<file path="config.mk">
export PLATFORM = sky130hd
export DESIGN_NAME = disk_adapter_transfer_and_timer_unit_flat
export DESIGN_NICKNAME = d
export VERILOG_FILES = /design/src/design/dat_pkg.sv /design/src/design/dat_in_if.sv /design/src/design/dat_out_if.sv /design/src/design/dat_timer.sv /design/src/design/dat_engine.sv /design/src/design/disk_adapter_transfer_and_timer_unit.sv /design/src/flat_wrapper.sv
export SDC_FILE = /design/constraint.sdc
export NUM_CORES = 1
export LEC_CHECK = 0
export ABC_AREA = 1
export CAP_MARGIN = 25
export CORE_AREA = 4 4 157 159
export DETAILED_ROUTE_END_ITERATION = 10
export DIE_AREA = 0 0 161 163
export DONT_BUFFER_PORTS = 1
export PLACE_DENSITY = 0.84
export REMOVE_ABC_BUFFERS = 1
export SLEW_MARGIN = 5
export SYNTH_ARGS = -nofsm -noshare
export SYNTH_HDL_FRONTEND = slang
export SYNTH_HIERARCHICAL = 1
export SYNTH_SLANG_ARGS = --single-unit
</file>
<file path="constraint.sdc">
create_clock -name clk -period 5.1 [get_ports clk]
set_input_delay 0.51 -clock clk [delete_from_list [all_inputs] [get_ports clk]]
set_output_delay 0.51 -clock clk [all_outputs]
set_load 0.005 [all_outputs]
</file>
<file path="src/design/dat_pkg.sv">
`default_nettype none
package dat_pkg;

  localparam logic [1:0] KIND_TICK  = 2'd0;
  localparam logic [1:0] KIND_WRITE = 2'd1;
  localparam logic [1:0] KIND_READ  = 2'd2;

  localparam logic [4:0] REG_TMR_RELOAD_LO = 5'd0;
  localparam logic [4:0] REG_TMR_RELOAD_HI = 5'd1;
  localparam logic [4:0] REG_TMR_CTRL      = 5'd2;
  localparam logic [4:0] REG_IO_ENABLE     = 5'd3;
  localparam logic [4:0] REG_WRITE_DATA    = 5'd4;
  localparam logic [4:0] REG_DISK_CTRL     = 5'd5;
  localparam logic [4:0] REG_EXT_OUT       = 5'd6;
  localparam logic [4:0] REG_STATUS        = 5'd16;
  localparam logic [4:0] REG_READ_DATA     = 5'd17;
  localparam logic [4:0] REG_DRIVE_STATUS  = 5'd18;
  localparam logic [4:0] REG_EXT_IN        = 5'd19;

  localparam logic [1:0] CFG_SIDE_LENGTH  = 2'd0;
  localparam logic [1:0] CFG_HEAD_DELAY   = 2'd1;
  localparam logic [1:0] CFG_BYTE_PERIOD  = 2'd2;

  localparam logic [15:0] SIDE_LENGTH_RST = 16'd65500;
  localparam logic [15:0] HEAD_DELAY_RST  = 16'd50000;
  localparam logic [15:0] BYTE_PERIOD_RST = 16'd150;

  localparam logic [15:0] CRC_POLY     = 16'h8408;
  localparam logic [15:0] CRC_TOP_BIT  = 16'h8000;
  localparam logic [7:0]  STATUS_BUS_MASK = 8'h2C;
  localparam logic [7:0]  DRIVE_BUS_MASK  = 8'hF8;

  // engine flag bit positions
  localparam int EF_EOH     = 0;
  localparam int EF_SCAN    = 1;
  localparam int EF_GAP     = 2;
  localparam int EF_PREVCRC = 3;
  localparam int EF_TC      = 4;

  typedef struct packed {
    logic [1:0] kind;
    logic [4:0] reg_index;
    logic [7:0] wdata;
    logic       disk_present;
    logic [7:0] disk_byte;
    logic [7:0] open_bus;
  } dat_item_t;

  typedef struct packed {
    logic [7:0]  rdata;
    logic        irq_timer;
    logic        irq_disk;
    logic        disk_write_valid;
    logic [7:0]  disk_write_data;
    logic [15:0] disk_write_pos;
    logic [15:0] head_pos;
    logic        mirror_horizontal;
  } dat_result_t;

  typedef struct packed {
    logic disk_en;
    logic irq;
    logic irq_nxt;
  } dat_tmr_status_t;

  // reflected crc, lsb first, one byte
  function automatic logic [15:0] crc_byte(input logic [15:0] c, input logic [7:0] v);
    logic [15:0] a;
    logic        carry;
    a = c;
    for (int i = 0; i < 8; i++) begin
      carry = a[0];
      a = a >> 1;
      if (carry) a = a ^ CRC_POLY;
      if (v[i]) a = a ^ CRC_TOP_BIT;
    end
    return a;
  endfunction

endpackage
`default_nettype wire

</file>
<file path="src/design/dat_in_if.sv">
`default_nettype none
interface dat_in_if;
  logic       valid;
  logic       ready;
  logic [1:0] kind;
  logic [4:0] reg_index;
  logic [7:0] wdata;
  logic       disk_present;
  logic [7:0] disk_byte;
  logic [7:0] open_bus;

  modport source (output valid, kind, reg_index, wdata, disk_present, disk_byte,
                  open_bus, input ready);
  modport sink (input valid, kind, reg_index, wdata, disk_present, disk_byte,
                open_bus, output ready);
endinterface
`default_nettype wire

</file>
<file path="src/design/dat_out_if.sv">
`default_nettype none
interface dat_out_if;
  logic        valid;
  logic        ready;
  logic [7:0]  rdata;
  logic        irq_timer;
  logic        irq_disk;
  logic        disk_write_valid;
  logic [7:0]  disk_write_data;
  logic [15:0] disk_write_pos;
  logic [15:0] head_pos;
  logic        mirror_horizontal;

  modport source (output valid, rdata, irq_timer, irq_disk, disk_write_valid,
                  disk_write_data, disk_write_pos, head_pos, mirror_horizontal,
                  input ready);
  modport sink (input valid, rdata, irq_timer, irq_disk, disk_write_valid,
                disk_write_data, disk_write_pos, head_pos, mirror_horizontal,
                output ready);
endinterface
`default_nettype wire

</file>
<file path="src/design/dat_timer.sv">
`default_nettype none
module dat_timer import dat_pkg::*; (
  input  wire logic      clk,
  input  wire logic      rst_n,
  input  wire logic      fire,
  input  wire dat_item_t item,
  output dat_tmr_status_t status
);

  logic [15:0] reload_r, reload_nxt;
  logic [15:0] count_r, count_nxt;
  logic [1:0]  flags_r, flags_nxt;   // bit0 repeat, bit1 enable
  logic [1:0]  enables_r, enables_nxt;
  logic        irq_r, irq_nxt;

  always_comb begin
    reload_nxt  = reload_r;
    count_nxt   = count_r;
    flags_nxt   = flags_r;
    enables_nxt = enables_r;
    irq_nxt     = irq_r;
    if (fire) begin
      case (item.kind)
        KIND_TICK: begin
          if (flags_r[1]) begin
            if (count_r == 16'd0) begin
              irq_nxt   = 1'b1;
              count_nxt = reload_r;
              if (!flags_r[0]) flags_nxt[1] = 1'b0;
            end else begin
              count_nxt = count_r - 16'd1;
            end
          end
        end
        KIND_WRITE: begin
          case (item.reg_index)
            REG_TMR_RELOAD_LO: reload_nxt[7:0] = item.wdata;
            REG_TMR_RELOAD_HI: reload_nxt[15:8] = item.wdata;
            REG_TMR_CTRL: begin
              flags_nxt = {item.wdata[1] & enables_r[0], item.wdata[0]};
              if (flags_nxt[1]) count_nxt = reload_r;
              else irq_nxt = 1'b0;
            end
            REG_IO_ENABLE: begin
              enables_nxt = item.wdata[1:0];
              if (!item.wdata[0]) begin
                flags_nxt[1] = 1'b0;
                irq_nxt      = 1'b0;
              end
            end
            default: ;
          endcase
        end
        KIND_READ: begin
          // status read acknowledges both interrupts
          if (enables_r[0] && item.reg_index == REG_STATUS) irq_nxt = 1'b0;
        end
        default: ;
      endcase
    end
  end

  always_ff @(posedge clk) begin
    if (!rst_n) begin
      reload_r  <= '0;
      count_r   <= '0;
      flags_r   <= '0;
      enables_r <= '0;
      irq_r     <= 1'b0;
    end else begin
      reload_r  <= reload_nxt;
      count_r   <= count_nxt;
      flags_r   <= flags_nxt;
      enables_r <= enables_nxt;
      irq_r     <= irq_nxt;
    end
  end

  assign status.disk_en = enables_r[0];
  assign status.irq     = irq_r;
  assign status.irq_nxt = irq_nxt;

endmodule
`default_nettype wire

</file>
<file path="src/design/dat_engine.sv">
`default_nettype none
module dat_engine import dat_pkg::*; (
  input  wire logic            clk,
  input  wire logic            rst_n,
  input  wire logic            cfg_we,
  input  wire logic [1:0]      cfg_index,
  input  wire logic [15:0]     cfg_wdata,
  input  wire logic            fire,
  input  wire dat_item_t       item,
  input  wire dat_tmr_status_t tmr,
  output dat_result_t          result
);

  logic [15:0] side_len_r, head_delay_r, byte_period_r;

  logic [7:0]  wlatch_r, wlatch_nxt;
  logic [7:0]  ctrl_r, ctrl_nxt;
  logic [7:0]  ext_r, ext_nxt;
  logic [7:0]  rlatch_r, rlatch_nxt;
  logic [15:0] pos_r, pos_nxt;
  logic [15:0] delay_r, delay_nxt;
  logic [15:0] crc_r, crc_nxt;
  logic [4:0]  ef_r, ef_nxt;
  logic        irq_r, irq_nxt;

  logic        need_irq;
  logic [7:0]  data;
  logic [15:0] crc_tail;
  logic [16:0] pos_inc;
  logic [7:0]  rdata;
  logic        wvalid;
  logic [7:0]  wdat;
  logic [15:0] wpos;

  always_comb begin
    wlatch_nxt = wlatch_r;
    ctrl_nxt   = ctrl_r;
    ext_nxt    = ext_r;
    rlatch_nxt = rlatch_r;
    pos_nxt    = pos_r;
    delay_nxt  = delay_r;
    crc_nxt    = crc_r;
    ef_nxt     = ef_r;
    irq_nxt    = irq_r;
    need_irq   = ctrl_r[7];
    data       = 8'd0;
    crc_tail   = crc_r;
    pos_inc    = {1'b0, pos_r} + 17'd1;
    rdata      = 8'd0;
    wvalid     = 1'b0;
    wdat       = 8'd0;
    wpos       = 16'd0;
    if (fire) begin
      case (item.kind)
        KIND_TICK: begin
          if (!item.disk_present || !ctrl_r[0]) begin
            ef_nxt[EF_EOH]  = 1'b1;
            ef_nxt[EF_SCAN] = 1'b0;
          end else if (ctrl_r[1] && !ef_r[EF_SCAN]) begin
            // transfer held in reset
          end else if (ef_r[EF_EOH]) begin
            delay_nxt      = head_delay_r;
            ef_nxt[EF_EOH] = 1'b0;
            ef_nxt[EF_GAP] = 1'b0;
            pos_nxt        = 16'd0;
          end else if (delay_r != 16'd0) begin
            delay_nxt = delay_r - 16'd1;
          end else begin
            ef_nxt[EF_SCAN] = 1'b1;
            if (ctrl_r[2]) begin
              data = item.disk_byte;
              if (!ef_r[EF_PREVCRC]) crc_nxt = crc_byte(crc_r, data);
              if (!ctrl_r[6]) begin
                ef_nxt[EF_GAP] = 1'b0;
                crc_nxt        = 16'd0;
              end else if (data != 8'd0 && !ef_r[EF_GAP]) begin
                ef_nxt[EF_GAP] = 1'b1;
                need_irq       = 1'b0;
              end
              if (ef_nxt[EF_GAP]) begin
                ef_nxt[EF_TC] = 1'b1;
                rlatch_nxt    = data;
                if (need_irq) irq_nxt = 1'b1;
              end
            end else begin
              if (!ctrl_r[4]) begin
                ef_nxt[EF_TC] = 1'b1;
                data          = wlatch_r;
                if (need_irq) irq_nxt = 1'b1;
              end
              if (!ctrl_r[6]) data = 8'd0;
              if (!ctrl_r[4]) begin
                crc_nxt = crc_byte(crc_r, data);
              end else begin
                // first crc byte folds in two zero bytes, then shift out low byte
                if (!ef_r[EF_PREVCRC]) crc_tail = crc_byte(crc_byte(crc_r, 8'd0), 8'd0);
                data    = crc_tail[7:0];
                crc_nxt = {8'd0, crc_tail[15:8]};
              end
              if (pos_r >= 16'd2) begin
                wvalid = 1'b1;
                wdat   = data;
                wpos   = pos_r - 16'd2;
              end
              ef_nxt[EF_GAP] = 1'b0;
            end
            ef_nxt[EF_PREVCRC] = ctrl_r[4];
            if (pos_inc >= {1'b0, side_len_r}) ctrl_nxt[0] = 1'b0;
            else delay_nxt = byte_period_r;
            pos_nxt = pos_inc[15:0];
          end
        end
        KIND_WRITE: begin
          case (item.reg_index)
            REG_IO_ENABLE: if (!item.wdata[0]) irq_nxt = 1'b0;
            REG_WRITE_DATA: if (tmr.disk_en) begin
              wlatch_nxt    = item.wdata;
              ef_nxt[EF_TC] = 1'b0;
              irq_nxt       = 1'b0;
            end
            REG_DISK_CTRL: if (tmr.disk_en) begin
              ctrl_nxt = item.wdata;
              irq_nxt  = 1'b0;
            end
            REG_EXT_OUT: if (tmr.disk_en) ext_nxt = item.wdata;
            default: ;
          endcase
        end
        KIND_READ: begin
          rdata = item.open_bus;
          if (tmr.disk_en) begin
            case (item.reg_index)
              REG_STATUS: begin
                rdata = (item.open_bus & STATUS_BUS_MASK) |
                        {6'd0, ef_r[EF_TC], tmr.irq};
                ef_nxt[EF_TC] = 1'b0;
                irq_nxt       = 1'b0;
              end
              REG_READ_DATA: begin
                ef_nxt[EF_TC] = 1'b0;
                irq_nxt       = 1'b0;
                rdata         = rlatch_r;
              end
              REG_DRIVE_STATUS: begin
                rdata = item.open_bus & DRIVE_BUS_MASK;
                if (!item.disk_present) rdata = rdata | 8'h07;
                else if (!ef_r[EF_SCAN]) rdata = rdata | 8'h02;
              end
              REG_EXT_IN: rdata = ext_r;
              default: ;
            endcase
          end
        end
        default: ;
      endcase
    end
  end

  always_ff @(posedge clk) begin
    if (!rst_n) begin
      side_len_r    <= SIDE_LENGTH_RST;
      head_delay_r  <= HEAD_DELAY_RST;
      byte_period_r <= BYTE_PERIOD_RST;
    end else if (cfg_we) begin
      case (cfg_index)
        CFG_SIDE_LENGTH: side_len_r    <= cfg_wdata;
        CFG_HEAD_DELAY:  head_delay_r  <= cfg_wdata;
        CFG_BYTE_PERIOD: byte_period_r <= cfg_wdata;
        default: ;
      endcase
    end
  end

  always_ff @(posedge clk) begin
    if (!rst_n) begin
      wlatch_r <= '0;
      ctrl_r   <= '0;
      ext_r    <= '0;
      rlatch_r <= '0;
      pos_r    <= '0;
      delay_r  <= '0;
      crc_r    <= '0;
      ef_r     <= 5'b00001;
      irq_r    <= 1'b0;
    end else begin
      wlatch_r <= wlatch_nxt;
      ctrl_r   <= ctrl_nxt;
      ext_r    <= ext_nxt;
      rlatch_r <= rlatch_nxt;
      pos_r    <= pos_nxt;
      delay_r  <= delay_nxt;
      crc_r    <= crc_nxt;
      ef_r     <= ef_nxt;
      irq_r    <= irq_nxt;
    end
  end

  assign result.rdata             = rdata;
  assign result.irq_timer         = tmr.irq_nxt;
  assign result.irq_disk          = irq_nxt;
  assign result.disk_write_valid  = wvalid;
  assign result.disk_write_data   = wdat;
  assign result.disk_write_pos    = wpos;
  assign result.head_pos          = pos_nxt;
  assign result.mirror_horizontal = ctrl_nxt[3];

endmodule
`default_nettype wire

</file>
<file path="src/design/disk_adapter_transfer_and_timer_unit.sv">
// disk adapter: one-shot or repeating 16-bit timer interrupt plus byte-serial disk
// transfer engine with reflected crc-16.
// in_if carries one request per cpu event: a clock tick, a register write
// or a register read, together with the disk byte under the head and the
// floating bus value. out_if returns exactly one result per request: read
// data, both interrupt levels, an optional disk byte write and the head
// position used to address the disk image.
// cfg_we/cfg_index/cfg_wdata set side length, head start delay and byte
// period; write them only while no request is in flight.
// a request accepted into the input register is processed when it fires;
// its result is then shown from the result register. one request per cycle
// is sustained while out_if.ready is high: the input register feeds the
// result register through one pass of logic; all state updates in the same cycle.
// a stalled receiver holds the result register; one more request waits in
// the input register, after which in_if.ready drops.
// reset (rst_n low, synchronous) empties both registers, restores the
// configuration defaults and clears the timer and engine state.
`default_nettype none
module disk_adapter_transfer_and_timer_unit import dat_pkg::*; (
  input  wire logic        clk,
  input  wire logic        rst_n,
  input  wire logic        cfg_we,
  input  wire logic [1:0]  cfg_index,
  input  wire logic [15:0] cfg_wdata,
  dat_in_if.sink           in_if,
  dat_out_if.source        out_if
);

  logic            in_valid_r;
  dat_item_t       item_r;
  logic            out_valid_r;
  dat_result_t     res_r;
  logic            fire;
  dat_tmr_status_t tmr;
  dat_result_t     res_nxt;

  assign fire        = in_valid_r && (!out_valid_r || out_if.ready);
  assign in_if.ready = !in_valid_r || fire;

  dat_timer u_timer (
    .clk    (clk),
    .rst_n  (rst_n),
    .fire   (fire),
    .item   (item_r),
    .status (tmr)
  );

  dat_engine u_engine (
    .clk       (clk),
    .rst_n     (rst_n),
    .cfg_we    (cfg_we),
    .cfg_index (cfg_index),
    .cfg_wdata (cfg_wdata),
    .fire      (fire),
    .item      (item_r),
    .tmr       (tmr),
    .result    (res_nxt)
  );

  always_ff @(posedge clk) begin
    if (!rst_n) begin
      in_valid_r  <= 1'b0;
      out_valid_r <= 1'b0;
    end else begin
      if (in_if.ready) in_valid_r <= in_if.valid;
      if (fire) out_valid_r <= 1'b1;
      else if (out_if.ready) out_valid_r <= 1'b0;
    end
  end

  always_ff @(posedge clk) begin
    if (in_if.ready) begin
      item_r.kind         <= in_if.kind;
      item_r.reg_index    <= in_if.reg_index;
      item_r.wdata        <= in_if.wdata;
      item_r.disk_present <= in_if.disk_present;
      item_r.disk_byte    <= in_if.disk_byte;
      item_r.open_bus     <= in_if.open_bus;
    end
    if (fire) res_r <= res_nxt;
  end

  assign out_if.valid             = out_valid_r;
  assign out_if.rdata             = res_r.rdata;
  assign out_if.irq_timer         = res_r.irq_timer;
  assign out_if.irq_disk          = res_r.irq_disk;
  assign out_if.disk_write_valid  = res_r.disk_write_valid;
  assign out_if.disk_write_data   = res_r.disk_write_data;
  assign out_if.disk_write_pos    = res_r.disk_write_pos;
  assign out_if.head_pos          = res_r.head_pos;
  assign out_if.mirror_horizontal = res_r.mirror_horizontal;

  a_fire_shows_result: assert property (@(posedge clk) disable iff (!rst_n)
    fire |=> out_valid_r)
    else $error("processed request did not reach the result register");

  a_waiting_request_held: assert property (@(posedge clk) disable iff (!rst_n)
    in_valid_r && !fire |=> in_valid_r && $stable(item_r))
    else $error("waiting request lost or changed");

  // a written byte lies two behind the old head, which then advances by one
  a_write_pos_tracks_head: assert property (@(posedge clk) disable iff (!rst_n)
    out_valid_r && res_r.disk_write_valid |->
      res_r.head_pos == res_r.disk_write_pos + 16'd3)
    else $error("disk write position out of step with head");

  a_no_write_fields_idle: assert property (@(posedge clk) disable iff (!rst_n)
    out_valid_r && !res_r.disk_write_valid |->
      res_r.disk_write_data == 8'd0 && res_r.disk_write_pos == 16'd0)
    else $error("disk write fields set without a write");

endmodule
`default_nettype wire
</file>
<file path="src/flat_wrapper.sv">
// flat-port wrapper written by rule: the top's interface ports become plain ports
module disk_adapter_transfer_and_timer_unit_flat import dat_pkg::*;
  (clk, rst_n, cfg_we, cfg_index, cfg_wdata, in_if_valid, in_if_kind, in_if_reg_index, in_if_wdata, in_if_disk_present, in_if_disk_byte, in_if_open_bus, in_if_ready, out_if_valid, out_if_rdata, out_if_irq_timer, out_if_irq_disk, out_if_disk_write_valid, out_if_disk_write_data, out_if_disk_write_pos, out_if_head_pos, out_if_mirror_horizontal, out_if_ready);
  dat_in_if in_if_i ();
  dat_out_if out_if_i ();
  input  wire logic clk;
  input  wire logic rst_n;
  input  wire logic cfg_we;
  input  wire logic [1:0] cfg_index;
  input  wire logic [15:0] cfg_wdata;
  input wire logic [$bits(in_if_i.valid)-1:0] in_if_valid;
  input wire logic [$bits(in_if_i.kind)-1:0] in_if_kind;
  input wire logic [$bits(in_if_i.reg_index)-1:0] in_if_reg_index;
  input wire logic [$bits(in_if_i.wdata)-1:0] in_if_wdata;
  input wire logic [$bits(in_if_i.disk_present)-1:0] in_if_disk_present;
  input wire logic [$bits(in_if_i.disk_byte)-1:0] in_if_disk_byte;
  input wire logic [$bits(in_if_i.open_bus)-1:0] in_if_open_bus;
  output wire logic [$bits(in_if_i.ready)-1:0] in_if_ready;
  output wire logic [$bits(out_if_i.valid)-1:0] out_if_valid;
  output wire logic [$bits(out_if_i.rdata)-1:0] out_if_rdata;
  output wire logic [$bits(out_if_i.irq_timer)-1:0] out_if_irq_timer;
  output wire logic [$bits(out_if_i.irq_disk)-1:0] out_if_irq_disk;
  output wire logic [$bits(out_if_i.disk_write_valid)-1:0] out_if_disk_write_valid;
  output wire logic [$bits(out_if_i.disk_write_data)-1:0] out_if_disk_write_data;
  output wire logic [$bits(out_if_i.disk_write_pos)-1:0] out_if_disk_write_pos;
  output wire logic [$bits(out_if_i.head_pos)-1:0] out_if_head_pos;
  output wire logic [$bits(out_if_i.mirror_horizontal)-1:0] out_if_mirror_horizontal;
  input wire logic [$bits(out_if_i.ready)-1:0] out_if_ready;
  assign in_if_i.valid = in_if_valid;
  assign in_if_i.kind = in_if_kind;
  assign in_if_i.reg_index = in_if_reg_index;
  assign in_if_i.wdata = in_if_wdata;
  assign in_if_i.disk_present = in_if_disk_present;
  assign in_if_i.disk_byte = in_if_disk_byte;
  assign in_if_i.open_bus = in_if_open_bus;
  assign in_if_ready = in_if_i.ready;
  assign out_if_valid = out_if_i.valid;
  assign out_if_rdata = out_if_i.rdata;
  assign out_if_irq_timer = out_if_i.irq_timer;
  assign out_if_irq_disk = out_if_i.irq_disk;
  assign out_if_disk_write_valid = out_if_i.disk_write_valid;
  assign out_if_disk_write_data = out_if_i.disk_write_data;
  assign out_if_disk_write_pos = out_if_i.disk_write_pos;
  assign out_if_head_pos = out_if_i.head_pos;
  assign out_if_mirror_horizontal = out_if_i.mirror_horizontal;
  assign out_if_i.ready = out_if_ready;
  disk_adapter_transfer_and_timer_unit u_core (.clk(clk), .rst_n(rst_n), .cfg_we(cfg_we), .cfg_index(cfg_index), .cfg_wdata(cfg_wdata), .in_if(in_if_i), .out_if(out_if_i));
endmodule
</file>
==> run_results.csv <==
group,metric,value,unit
placed_design,placed_area,0.0134,mm^2
global_routing,grt_pass1_wl,55200,um
worst_hold_path,holdPathStages,0,
clock_network,cts_resized,0,
synthesis,yosysWarnings,6,
placed_design,numPortBuffers,0,
clock_network,postCtsSetupRepairBufs,0,
timing,skew,0.0103,ns
setup_path,cpMaxStageDelayCell,"nand2_2",
clock_network,clock_sinks,255,
final_layout,multiInputGateArea,0.00621,mm^2
setup_path,max_stage_delay,0.49,ns
setup_path,worstPathArrival,3.93,ns
synthesis,yosys.area.top_type,"dfxtp_1",
timing,setup_ws,1.59,ns
final_layout,area_delta_synth_final,7.71,%
floorplanning,num_rows,56,
routing,drt_wl_total,34100,um
routing,avgRoutedWirePerCell,16.7,um
final_layout,nets,1788,
floorplanning,die_area,0.0262,mm^2
timing,worst_slew_pin_slew,0.901,ns
final_layout,final-seq-area,0.00595,mm^2
final_layout,insertedDiodeCount,0,
clock_network,cts_hold_buffers,0,
worst_hold_path,hold_path_class,"in -> reg",
global_routing,grt.total_usage,25.3,%
power_and_ir_drop,power_density,306,mW/mm^2
routing,drt_first_pass_iters,5,
synthesis,synth_edf_count,84,
synthesis,synth.area.top_cells,"dfxtp_1 26%, edfxtp_1 19%, nand2_1 12%, nor2_1 6.3%, a21oi_1 5.6%",
timing,min_period,3.51,ns
final_layout,instances_no_fill,2045,
clock_network,tritoncts,"done",
clock_network,htree_num_levels,1,
synthesis,avgSynthCellArea,7.62,um^2
flow_run,cap_violations,0,
synthesis,syn_area,0.0132,mm^2
final_layout,final_cell_mix,"410 x nand2_1, 222 x nor2_1, 188 x inv_1",
routing,drtIter0Drc,1150,
global_routing,grt_pass1_vias,11000,
power_and_ir_drop,power.leakage,6.45,nW
run_status,status,"finished clean",
setup_path,critical_path_class,"reg -> reg",
timing,slew_violations,0,
timing,slew_headroom,39.8,%
clock_network,cts_buffer_depth,3,
timing,timing.fmax,285,MHz
final_layout,layout-drive-gt1-share,7.59,%
timing,rsz0062_at_grt,"no",
setup_path,r2r-start,"u_core/u_engine/pos_r[2]$_SDFF_PN0_",
floorplanning,core,0.0233,mm^2
floorplanning,initial_core_util,56.9,%
final_layout,layout_commonest_cell,"nand2_1",
clock_network,cts_root_buffer,"clkbuf_16",
global_routing,grt_start_max_net_pins,122,
routing,drc_errors,0,
clock_network,clk_pin_slew,0.06,ns
synthesis,ys_ff_latch,255,
setup_path,path_cells,"ha_1 -> nand3_1 -> nor2_2 -> nand2_2 -> nor2_4 -> nand4_2 -> nor3_2 -> xor2_1 -> ha_1 -> nand2_1 -> nor2_1 -> a31o_2 -> a21oi_2 -> nand2_1 -> nand2_2 -> nand2_1 -> nor2_1 -> nor2_1",
power_and_ir_drop,ir_drop,0.266,mV
setup_path,critPathLaunchType,"flip-flop",
floorplanning,die_w,161,um
placed_design,gp_congestion,0.954,
placed_design,dp_hpwl,23700,um
timing,hold_viol,0,
worst_hold_path,worst_hold_path.endpoint,"u_core/item_r[27]$_DFFE_PP_",
setup_path,cp_num_buf_inv,0,
setup_path,r2r_end,"u_core/u_engine/delay_r[0]$_SDFFE_PN0P_",
global_routing,antenna_found_initial,1,
setup_path,reg2reg_depth,18,
worst_hold_path,worstHoldStart,"in_if_reg_index[2]",
synthesis,syn_inst,1736,
final_layout,design_area,0.0142,mm^2
synthesis,async_flop_share,0,%
routing,final_antenna_net_count,0,
routing,vias,11500,
routing,routed_via_density,5.64,
setup_path,end_kind,"flip-flop",
floorplanning,die_y,163,um
setup_path,reg2reg_slack,1.59,ns
floorplanning,io_pins,109,
setup_path,critPathTopFamily,"simple AND/OR/NAND/NOR gates",
timing,tns,0,ns
placed_design,dp_slack,1.65,ns
synthesis,synthFlopType,"dfxtp_1",
setup_path,critPathRequiredTime,5.52,ns
final_layout,post-route-util,61.3,%
timing,setup_viol,0,
timing,period_share,68.7,%
synthesis,synthDominantCellAreaShare,25.9,%
setup_path,crit_fanout,31,
clock_network,numCtsBuffers,27,
synthesis,yosys.cell_types.count,54,
clock_network,clkLatencyLatePin,0.54,ns
synthesis,ys_seq_area_share,44.9,%
placed_design,dpl.cell_count,1995,
global_routing,grt_overflow,0,
final_layout,layout.filler_cells,1970,
[layout make-up]
| cell class | instances | area share, % |
|---|---|---|
| multi-input combinational | 1214 | 43.6 |
| inverter | 203 | 5.36 |
| tap | 319 | 2.80 |
| sequential | 255 | 41.7 |
| clock buffer | 39 | 5.37 |
| clock inverter | 11 | 0.834 |
| timing repair buffer | 4 | 0.351 |
[how the worst max path moves through the flow]
stage | depth (start not counted) | from | end
final | 18 | u_core/u_engine/pos_r[2]$_SDFF_PN0_ | u_core/u_engine/delay_r[0]$_SDFFE_PN0P_
after global routing | 19 | u_core/u_engine/pos_r[2]$_SDFF_PN0_ | u_core/u_engine/delay_r[0]$_SDFFE_PN0P_
after CTS | 18 | u_core/u_engine/pos_r[2]$_SDFF_PN0_ | u_core/u_engine/delay_r[0]$_SDFFE_PN0P_
after detailed placement | 18 | u_core/u_engine/pos_r[2]$_SDFF_PN0_ | u_core/u_engine/delay_r[0]$_SDFFE_PN0P_
after global placement | 19 | u_core/u_engine/pos_r[2]$_SDFF_PN0_ | u_core/u_engine/delay_r[0]$_SDFFE_PN0P_
after floorplan | 9 | out_if_ready | u_core/out_if.head_pos[14]$_DFFE_PP_
[Yosys cell counts, drive strengths merged, types with 3 or more instances]
master / count
nand2: 423
nor2: 246
inv: 198
dfxtp: 171
a21oi: 153
o21ai: 117
nand3: 93
edfxtp: 84
xor2: 41
buf: 35
clkbuf: 29
ha: 28
nor3: 23
o211ai: 21
nand4: 13
xnor2: 11
o22ai: 7
a211oi: 6
a22o: 5
a22oi: 5
clkinv: 5
o31ai: 4
a31oi: 3
[cells by family (layout without fill, tap and decap cells)]
kind of cell             Yosys count  after routing  share of synthesized area [%]
buffers and inverters            267            257                           8.27
flip-flops                       255            255                           44.9
AND/OR/NAND/NOR                  803            803                           26.7
adder cells (fa/ha/maj)           28             28                           2.65
XOR/XNOR                          52             52                           3.56
AO/OA/AOI/OAI                    331            331                           13.9
[state kept, by name, summed over array words and instances, names as in the netlist, 2 cells and up]
signal	cells
u_core/item_r	32
u_core/out_if.disk_write_pos	16
u_core/out_if.head_pos	16
u_core/u_engine/byte_period_r	16
u_core/u_engine/crc_r	16
u_core/u_engine/delay_r	16
u_core/u_engine/head_delay_r	16
u_core/u_engine/pos_r	16
u_core/u_engine/side_len_r	16
u_core/u_timer/count_r	16
u_core/u_timer/reload_r	16
u_core/out_if.disk_write_data	8
u_core/out_if.rdata	8
u_core/u_engine/ext_r	8
u_core/u_engine/rlatch_r	8
u_core/u_engine/wlatch_r	8
u_core/u_engine/ctrl_r	7
u_core/u_engine/ef_r	5
u_core/u_timer/flags_r	2
[where the power goes]
| group | internal (mW) | switching, mW | leakage (nW) |
|---|---|---|---|
| clock network | 1.15 | 0.814 | 0.426 |
| logic | 0.0670 | 0.149 | 3.78 |
| registers | 2.15 | 0.0404 | 2.24 |
| total | 3.36 | 1.00 | 6.45 |
[per-layer routing]
layer	track usage, %	up-vias	part of all wire, %
li1	-	5594	-
met2	42.0	480	47
met1	33.3	5372	42
met4	9.15	2	3.1
met3	4.86	94	7.9
met5	0	-	0.038
[per-stage QoR]
| step | hold slack [ns] | power, mW |
|---|---|---|
| finish | 0.0646 | 4.37 |
| global route | 0.0432 | 4.52 |
| CTS | 0.0522 | 4.39 |
| detailed placement | 0.442 | 2.44 |
| global placement | 0.434 | 2.44 |
| floorplan | 0.424 | 2.38 |
Power figures use the tool's default switching activity.
